<file path="config.mk">
export PLATFORM = sky130hd
export DESIGN_NAME = yuyv_to_i420_converter
export DESIGN_NICKNAME = d
export VERILOG_FILES = /design/src/sv/yti_pkg.sv /design/src/sv/yuyv_to_i420_converter.sv /design/src/sv/yti_cfg.sv /design/src/sv/yti_pos.sv /design/src/sv/yti_out.sv
export SDC_FILE = /design/constraint.sdc
export NUM_CORES = 1
export LEC_CHECK = 0
export BUFFER_PORTS_ARGS = -buffer_cell sky130_fd_sc_hd__buf_2
export CAP_MARGIN = 20
export CELL_PAD_IN_SITES_DETAIL_PLACEMENT = 1
export CELL_PAD_IN_SITES_GLOBAL_PLACEMENT = 1
export CORE_ASPECT_RATIO = 1.75
export CORE_MARGIN = 2
export CORE_UTILIZATION = 47
export CTS_CLUSTER_DIAMETER = 150
export DETAILED_ROUTE_END_ITERATION = 6
export GPL_ROUTABILITY_DRIVEN = 0
export PLACE_DENSITY_LB_ADDON = 0.1
export SETUP_SLACK_MARGIN = 0.3
export SLEW_MARGIN = 20
export SYNTH_ARGS = -nofsm -noshare
export SYNTH_HDL_FRONTEND = slang
export SYNTH_SLANG_ARGS = --single-unit
</file>
<file path="constraint.sdc">
create_clock -name aclk -period 8.1 [get_ports aclk]
set_input_delay 1.215 -clock aclk [delete_from_list [all_inputs] [get_ports aclk]]
set_output_delay 1.215 -clock aclk [all_outputs]
set_load 0.01 [all_outputs]
</file>
<file path="src/sv/yti_pkg.sv">
`timescale 1ns / 1ps
// ----------------------------------------------------------------------------
// yti_pkg
// Shared types and constants for the YUYV to I420 write generator.
// ----------------------------------------------------------------------------
`default_nettype none

package yti_pkg;

    localparam int DIM_W        = 13;   // frame dimension registers
    localparam int CNT_W        = 12;   // row / column counters
    localparam int LUMA_IDX_W   = 24;
    localparam int CHROMA_IDX_W = 22;
    localparam int BYTE_W       = 8;
    localparam int CFG_ADDR_W   = 8;
    localparam int S_DATA_W     = 32;
    localparam int M_DATA_W     = 80;
    localparam int M_USER_W     = 2;

    localparam logic [DIM_W-1:0] MAX_DIM          = 13'd4096;
    localparam logic [DIM_W-1:0] WIDTH_RESET      = 13'd640;
    localparam logic [DIM_W-1:0] HEIGHT_RESET     = 13'd480;

    localparam logic [CFG_ADDR_W-1:0] REG_FRAME_WIDTH  = 8'd0;
    localparam logic [CFG_ADDR_W-1:0] REG_FRAME_HEIGHT = 8'd1;

    typedef struct packed {
        logic [DIM_W-1:0] width;
        logic [DIM_W-1:0] height;
    } dims_t;

    typedef struct packed {
        logic [LUMA_IDX_W-1:0]   luma_index;
        logic [CHROMA_IDX_W-1:0] chroma_index;
        logic                    second_valid;
        logic                    chroma_valid;
        logic                    frame_last;
    } pos_t;

    // zero acts as one, anything above the maximum acts as the maximum
    function automatic logic [DIM_W-1:0] clamp_dim(input logic [DIM_W-1:0] v);
        logic [DIM_W-1:0] r;
        r = v;
        if (v == '0) begin
            r = DIM_W'(1);
        end else if (v > MAX_DIM) begin
            r = MAX_DIM;
        end
        return r;
    endfunction

endpackage

`default_nettype wire

</file>
<file path="src/sv/yuyv_to_i420_converter.sv">
`timescale 1ns / 1ps
// ----------------------------------------------------------------------------
// yuyv_to_i420_converter
// Turns a raster stream of YUYV macropixels into planar 4:2:0 writes.
// ----------------------------------------------------------------------------
// Usage:
//   s_ channel: one YUYV macropixel per transaction, raster order over the
//   active frame, stride padding already removed.
//   m_ channel: one write transaction per macropixel: luma offset with Y0/Y1,
//   and on even rows, where Y1 lies in the row, a U/V pair with its chroma
//   offset. m_tlast marks the last macropixel of the frame.
//   cfg port: frame_width (index 0) and frame_height (index 1); write only
//   while the stream is idle. cfg_ready is always high.
//   The result is registered: valid in the cycle after the input transaction;
//   one macropixel per cycle is sustained while m_tready is high. The offset
//   multipliers sit between the row/column counters and the result register.
//   A stalled receiver holds the result register; s_tready drops only while
//   a result is held and m_tready is low.
//   Reset clears the counters to the top-left pixel, empties the result
//   register and loads 640 x 480.
// ----------------------------------------------------------------------------
`default_nettype none

module yuyv_to_i420_converter (
    input  wire logic                           aclk,
    input  wire logic                           aresetn,
    // s_tdata: luma_first[7:0], chroma_blue[15:8], luma_second[23:16],
    //          chroma_red[31:24]
    input  wire logic                           s_tvalid,
    output logic                                s_tready,
    input  wire logic [yti_pkg::S_DATA_W-1:0]   s_tdata,
    // m_tdata: luma_index[23:0], luma_out_first[31:24], luma_out_second[39:32],
    //          chroma_index[61:40], u_out[69:62], v_out[77:70], zero[79:78]
    // m_tuser: second_valid[0], chroma_valid[1]
    output logic                                m_tvalid,
    input  wire logic                           m_tready,
    output logic [yti_pkg::M_DATA_W-1:0]        m_tdata,
    output logic [yti_pkg::M_USER_W-1:0]        m_tuser,
    output logic                                m_tlast,
    input  wire logic                           cfg_valid,
    output logic                                cfg_ready,
    input  wire logic [yti_pkg::CFG_ADDR_W-1:0] cfg_addr,
    input  wire logic [yti_pkg::DIM_W-1:0]      cfg_wdata
);

    yti_pkg::dims_t dims;
    yti_pkg::pos_t  pos;
    logic           accept;

    assign cfg_ready = 1'b1;

    yti_cfg u_cfg (
        .aclk      (aclk),
        .aresetn   (aresetn),
        .cfg_valid (cfg_valid),
        .cfg_addr  (cfg_addr),
        .cfg_wdata (cfg_wdata),
        .dims      (dims)
    );

    yti_pos u_pos (
        .aclk    (aclk),
        .aresetn (aresetn),
        .dims    (dims),
        .advance (accept),
        .pos     (pos)
    );

    yti_out u_out (
        .aclk     (aclk),
        .aresetn  (aresetn),
        .s_tvalid (s_tvalid),
        .s_tready (s_tready),
        .s_tdata  (s_tdata),
        .pos      (pos),
        .accept   (accept),
        .m_tvalid (m_tvalid),
        .m_tready (m_tready),
        .m_tdata  (m_tdata),
        .m_tuser  (m_tuser),
        .m_tlast  (m_tlast)
    );

endmodule

`default_nettype wire

</file>
<file path="src/sv/yti_cfg.sv">
`timescale 1ns / 1ps
// ----------------------------------------------------------------------------
// yti_cfg
// Frame dimension registers; values are stored already clamped.
// ----------------------------------------------------------------------------
`default_nettype none

module yti_cfg (
    input  wire logic                           aclk,
    input  wire logic                           aresetn,
    input  wire logic                           cfg_valid,
    input  wire logic [yti_pkg::CFG_ADDR_W-1:0] cfg_addr,
    input  wire logic [yti_pkg::DIM_W-1:0]      cfg_wdata,
    output yti_pkg::dims_t                      dims
);

    yti_pkg::dims_t dims_reg;
    yti_pkg::dims_t dims_next;

    always_comb begin
        dims_next = dims_reg;
        if (cfg_valid) begin
            if (cfg_addr == yti_pkg::REG_FRAME_WIDTH) begin
                dims_next.width = yti_pkg::clamp_dim(cfg_wdata);
            end else if (cfg_addr == yti_pkg::REG_FRAME_HEIGHT) begin
                dims_next.height = yti_pkg::clamp_dim(cfg_wdata);
            end
        end
    end

    always_ff @(posedge aclk) begin
        if (!aresetn) begin
            dims_reg.width  <= yti_pkg::WIDTH_RESET;
            dims_reg.height <= yti_pkg::HEIGHT_RESET;
        end else begin
            dims_reg <= dims_next;
        end
    end

    assign dims = dims_reg;

endmodule

`default_nettype wire

</file>
<file path="src/sv/yti_pos.sv">
`timescale 1ns / 1ps
// ----------------------------------------------------------------------------
// yti_pos
// Row/column counters and plane offsets of the current macropixel.
// ----------------------------------------------------------------------------
`default_nettype none

module yti_pos (
    input  wire logic   aclk,
    input  wire logic   aresetn,
    input  wire yti_pkg::dims_t dims,
    input  wire logic   advance,
    output yti_pkg::pos_t  pos
);

    localparam int CMP_W = yti_pkg::DIM_W + 1;
    localparam int LP_W  = yti_pkg::LUMA_IDX_W + 1;

    logic [yti_pkg::CNT_W-1:0] row_reg, row_next;
    logic [yti_pkg::CNT_W-1:0] col_reg, col_next;

    logic                             second, row_end, last_row;
    logic [LP_W-1:0]                  luma_sum;
    logic [yti_pkg::CHROMA_IDX_W-1:0] chroma_sum;

    always_comb begin
        second   = (CMP_W'(col_reg) + CMP_W'(1)) < CMP_W'(dims.width);
        row_end  = (CMP_W'(col_reg) + CMP_W'(2)) >= CMP_W'(dims.width);
        last_row = (CMP_W'(row_reg) + CMP_W'(1)) >= CMP_W'(dims.height);

        // offsets follow the live width, so a width change keeps them consistent
        luma_sum   = LP_W'(row_reg) * LP_W'(dims.width) + LP_W'(col_reg);
        chroma_sum = yti_pkg::CHROMA_IDX_W'(row_reg[yti_pkg::CNT_W-1:1])
                   * yti_pkg::CHROMA_IDX_W'(dims.width[yti_pkg::DIM_W-1:1])
                   + yti_pkg::CHROMA_IDX_W'(col_reg[yti_pkg::CNT_W-1:1]);

        pos.luma_index   = luma_sum[yti_pkg::LUMA_IDX_W-1:0];
        pos.chroma_index = chroma_sum;
        pos.second_valid = second;
        pos.chroma_valid = second && !row_reg[0];
        pos.frame_last   = row_end && last_row;

        row_next = row_reg;
        col_next = col_reg;
        if (advance) begin
            if (row_end) begin
                col_next = '0;
                row_next = last_row ? '0 : row_reg + yti_pkg::CNT_W'(1);
            end else begin
                col_next = col_reg + yti_pkg::CNT_W'(2);
            end
        end
    end

    always_ff @(posedge aclk) begin
        if (!aresetn) begin
            row_reg <= '0;
            col_reg <= '0;
        end else begin
            row_reg <= row_next;
            col_reg <= col_next;
        end
    end

endmodule

`default_nettype wire

</file>
<file path="src/sv/yti_out.sv">
`timescale 1ns / 1ps
// ----------------------------------------------------------------------------
// yti_out
// Result register: packs one write transaction and holds it under stall.
// ----------------------------------------------------------------------------
`default_nettype none

module yti_out (
    input  wire logic                         aclk,
    input  wire logic                         aresetn,
    input  wire logic                         s_tvalid,
    output logic                              s_tready,
    input  wire logic [yti_pkg::S_DATA_W-1:0] s_tdata,
    input  wire yti_pkg::pos_t                pos,
    output logic                              accept,
    output logic                              m_tvalid,
    input  wire logic                         m_tready,
    output logic [yti_pkg::M_DATA_W-1:0]      m_tdata,
    output logic [yti_pkg::M_USER_W-1:0]      m_tuser,
    output logic                              m_tlast
);

    logic                              valid_reg, valid_next;
    logic [yti_pkg::M_DATA_W-1:0]      data_reg, data_next;
    logic [yti_pkg::M_USER_W-1:0]      user_reg, user_next;
    logic                              last_reg, last_next;

    logic [yti_pkg::BYTE_W-1:0] y0, u, y1, v;

    assign s_tready = !valid_reg || m_tready;
    assign accept   = s_tvalid && s_tready;

    always_comb begin
        y0 = s_tdata[7:0];
        u  = s_tdata[15:8];
        y1 = s_tdata[23:16];
        v  = s_tdata[31:24];

        data_next = '0;
        data_next[23:0]  = pos.luma_index;
        data_next[31:24] = y0;
        data_next[39:32] = pos.second_valid ? y1 : '0;
        data_next[61:40] = pos.chroma_valid ? pos.chroma_index : '0;
        data_next[69:62] = pos.chroma_valid ? u : '0;
        data_next[77:70] = pos.chroma_valid ? v : '0;
        user_next = {pos.chroma_valid, pos.second_valid};
        last_next = pos.frame_last;

        valid_next = valid_reg;
        if (accept) begin
            valid_next = 1'b1;
        end else if (m_tready) begin
            valid_next = 1'b0;
        end
    end

    always_ff @(posedge aclk) begin
        if (!aresetn) begin
            valid_reg <= 1'b0;
        end else begin
            valid_reg <= valid_next;
        end
    end

    always_ff @(posedge aclk) begin
        if (accept) begin
            data_reg <= data_next;
            user_reg <= user_next;
            last_reg <= last_next;
        end
    end

    assign m_tvalid = valid_reg;
    assign m_tdata  = data_reg;
    assign m_tuser  = user_reg;
    assign m_tlast  = last_reg;

endmodule

`default_nettype wire

</file>
==> run metrics <==
routed length per instance 17.8 µm; CP required between 8000 and 9000 ps; Iteration-0 DRC Markers around 350; Critical Path End Type flop; worst-path fanout max 19; final worst-path cycle share between 70 and 80%; HPWL after detailed placement 29.3 mm; initial antenna violation count 0; maxcap violations 0; largest net degree at the start of global routing 70; fin area 15,500 µm²; Pleak 0.00779 µW; gr usage total a little under a quarter; Post-synth top flop edfxtp_1; CP startpoint kind flop; slew margin rel. 32.9%; cell taking the most area after synthesis fa_1; Clk Tree Root Cell clkbuf_16; CTS Sinks 131; IR drop worst, VDD 0.151 mV; vias in the first global route 11,500; area of placed instances 14,800 µm²; final antenna-violating net count 0; Avg Vias per Cell 5.14; Die W 134 µm; number of synthesized flops with an enable pin 81; Hold-fix buffers, CTS 0; mapped cell area approximately 14,000 µm²; setup tns final 0 ps; DR DRC count 0; CP arrival 6540 ps; IO Port Bufs 140; layout cells sized above 1 between 10% and 20%; grt ovf 0; Final Hold Fails 0; clock latency on the worst-skew pair 450 ps; top post-synthesis cells by count 342 x inv_1, 161 x fa_1, 143 x ha_1; post-CTS sizing 0; Post-CTS Setup Bufs 0; # fillers 3,437; starting density of the core 47.6%; Yosys top cell area share between 20% and 30%; max reg flops 78; io pins roughly 140; Hold WS 484 ps; CTS H-Tree Depth 4; first-pass GRT wire length 57.5 mm; Crit Path Category reg -> reg; pwr dens 114 nW/µm²; Die Height 231 µm; Die ar. 31,000 µm²; Worst-path clk slew about 60 ps; result of the run completed; most frequent cell after synthesis inv_1; top post-synthesis cells by area fa_1 23%, edfxtp_1 18%, ha_1 13%; Synth warnings 0; Ant. Diodes 0; total core area 29,200 µm²; FF+latch count, synth 131; Pre-antenna DRT Iters 4; synthesis-to-layout area growth 11.4%; fmax 158 MHz; Seq/Total Area, Yosys 24.7%; CTS tree done; Yosys cell types 60; Vias 10,200; FP Rows 83; max-slew violations 0; Routed WL 35.4 mm; NumNets Final a little under 2,000; Worst-Margin Slew 998 ps; Async S/R FF share, synth 0%; Syn Inst Count 1,495; clock skew 12.5 ps; Min Clock Period, post-route around 6300 ps; RSZ-0062 raised after global routing no; Inserted Clock Buffers 17; Max clock buf depth 2; final setup vio count 0; Avg Cell Area, Syn 9.29 µm²; Hold Path Class reg -> reg
final cells by class:
class / instances / area [µm²] / share of cell area (%)
tap: 382 / 478 / 3.09
timing repair buffer: 144 / 731 / 4.72
sequential: 131 / 3430 / 22.2
clock inverter: 15 / 216 / 1.40
inverter: 342 / 1280 / 8.31
clock buffer: 17 / 425 / 2.75
multi-input combinational: 956 / 8900 / 57.5
kinds of logic (layout without fill, tap and decap cells):
kind of cell             after synthesis  after routing  synth area share [%]
XOR/XNOR                              55             55                  3.47
adder cells (fa/ha/maj)              304            304                  36.1
other                                  2              5                0.0541
multiplexers                          20             20                  1.44
flip-flops                           131            131                  24.7
AND/OR/NAND/NOR                      404            404                  14.8
buffers and inverters                411            518                  11.3
AO/OA/AOI/OAI                        168            168                  8.14
power by group:
| group | switching (µW) | internal (µW) |
|---|---|---|
| clock network | 327 | 524 |
| registers | 16.0 | 738 |
| logic | 95.8 | 63.6 |
path summary, 6_finish.rpt:
check | startpoint | to | slack (ps) | depth (start not counted)
worst max register to register | u_pos.row_reg[5] | u_out.m_tdata[23] | 1760 | 19
worst min register to register | u_cfg.dims[8] | u_cfg.dims[8] | 480 | 2
worst max-delay path | u_pos.row_reg[5] | u_out.m_tdata[23] | 1760 | 19
worst min-delay path | u_cfg.dims[8] | u_cfg.dims[8] | 480 | 2
layout by cell type, fill, tap and decap left out, types with 9 or more instances in the layout:
cell       instances
nor2b_1           38
dfxtp_1           50
fa_1             161
nor2_1            52
inv_1            341
xor2_1            18
nand2_1          126
o21ai_0           37
a22oi_1            9
a21oi_1           35
nand2b_1          10
mux2i_1           20
a21o_1            11
clkbuf_16         17
ha_1             143
xnor2_1           37
and2_1           104
nor3_1            24
nand3_1           23
o21a_1            13
buf_2            140
edfxtp_1          81
critical path, cell delays in order, from the launching register on:
cell and delay, ps:
dfxtp_1 730, nand2_1 160, fa_1 560, inv_1 50
fa_1 540, inv_1 70, fa_1 530, inv_1 50
fa_1 530, inv_1 50, fa_1 530, inv_1 40
ha_1 390, a2111oi_0 530, o21a_1 190, o31ai_1 180
a31o_2 320, a21oi_1 300, o221ai_1 180, xnor2_1 150
stage by stage:
step / utilization (%) / std cells / power, µW / worst slack, ps
3_3_place_gp: 50.8 / 1955 / 926 / 1990
5_1_grt: 53.0 / 1987 / 1830 / 1410
3_5_place_dp: 50.8 / 1955 / 931 / 1770
2_1_floorplan: - / 1498 / 865 / 2210
4_1_cts: 53.0 / 1987 / 1790 / 1780
6_report: 53.0 / 1987 / 1760 / 1760
layer usage:
layer  vias to the layer above  global-route usage (%)  share of wire [%]
met4                         0                    10.0                3.4
met2                       176                    46.7                 56
met3                        71                    3.24                2.8
met5                         -                       0                  0
li1                       4869                       -                  -
met1                      5090                    25.0                 38
No activity file was read; power rests on OpenSTA's default activity.
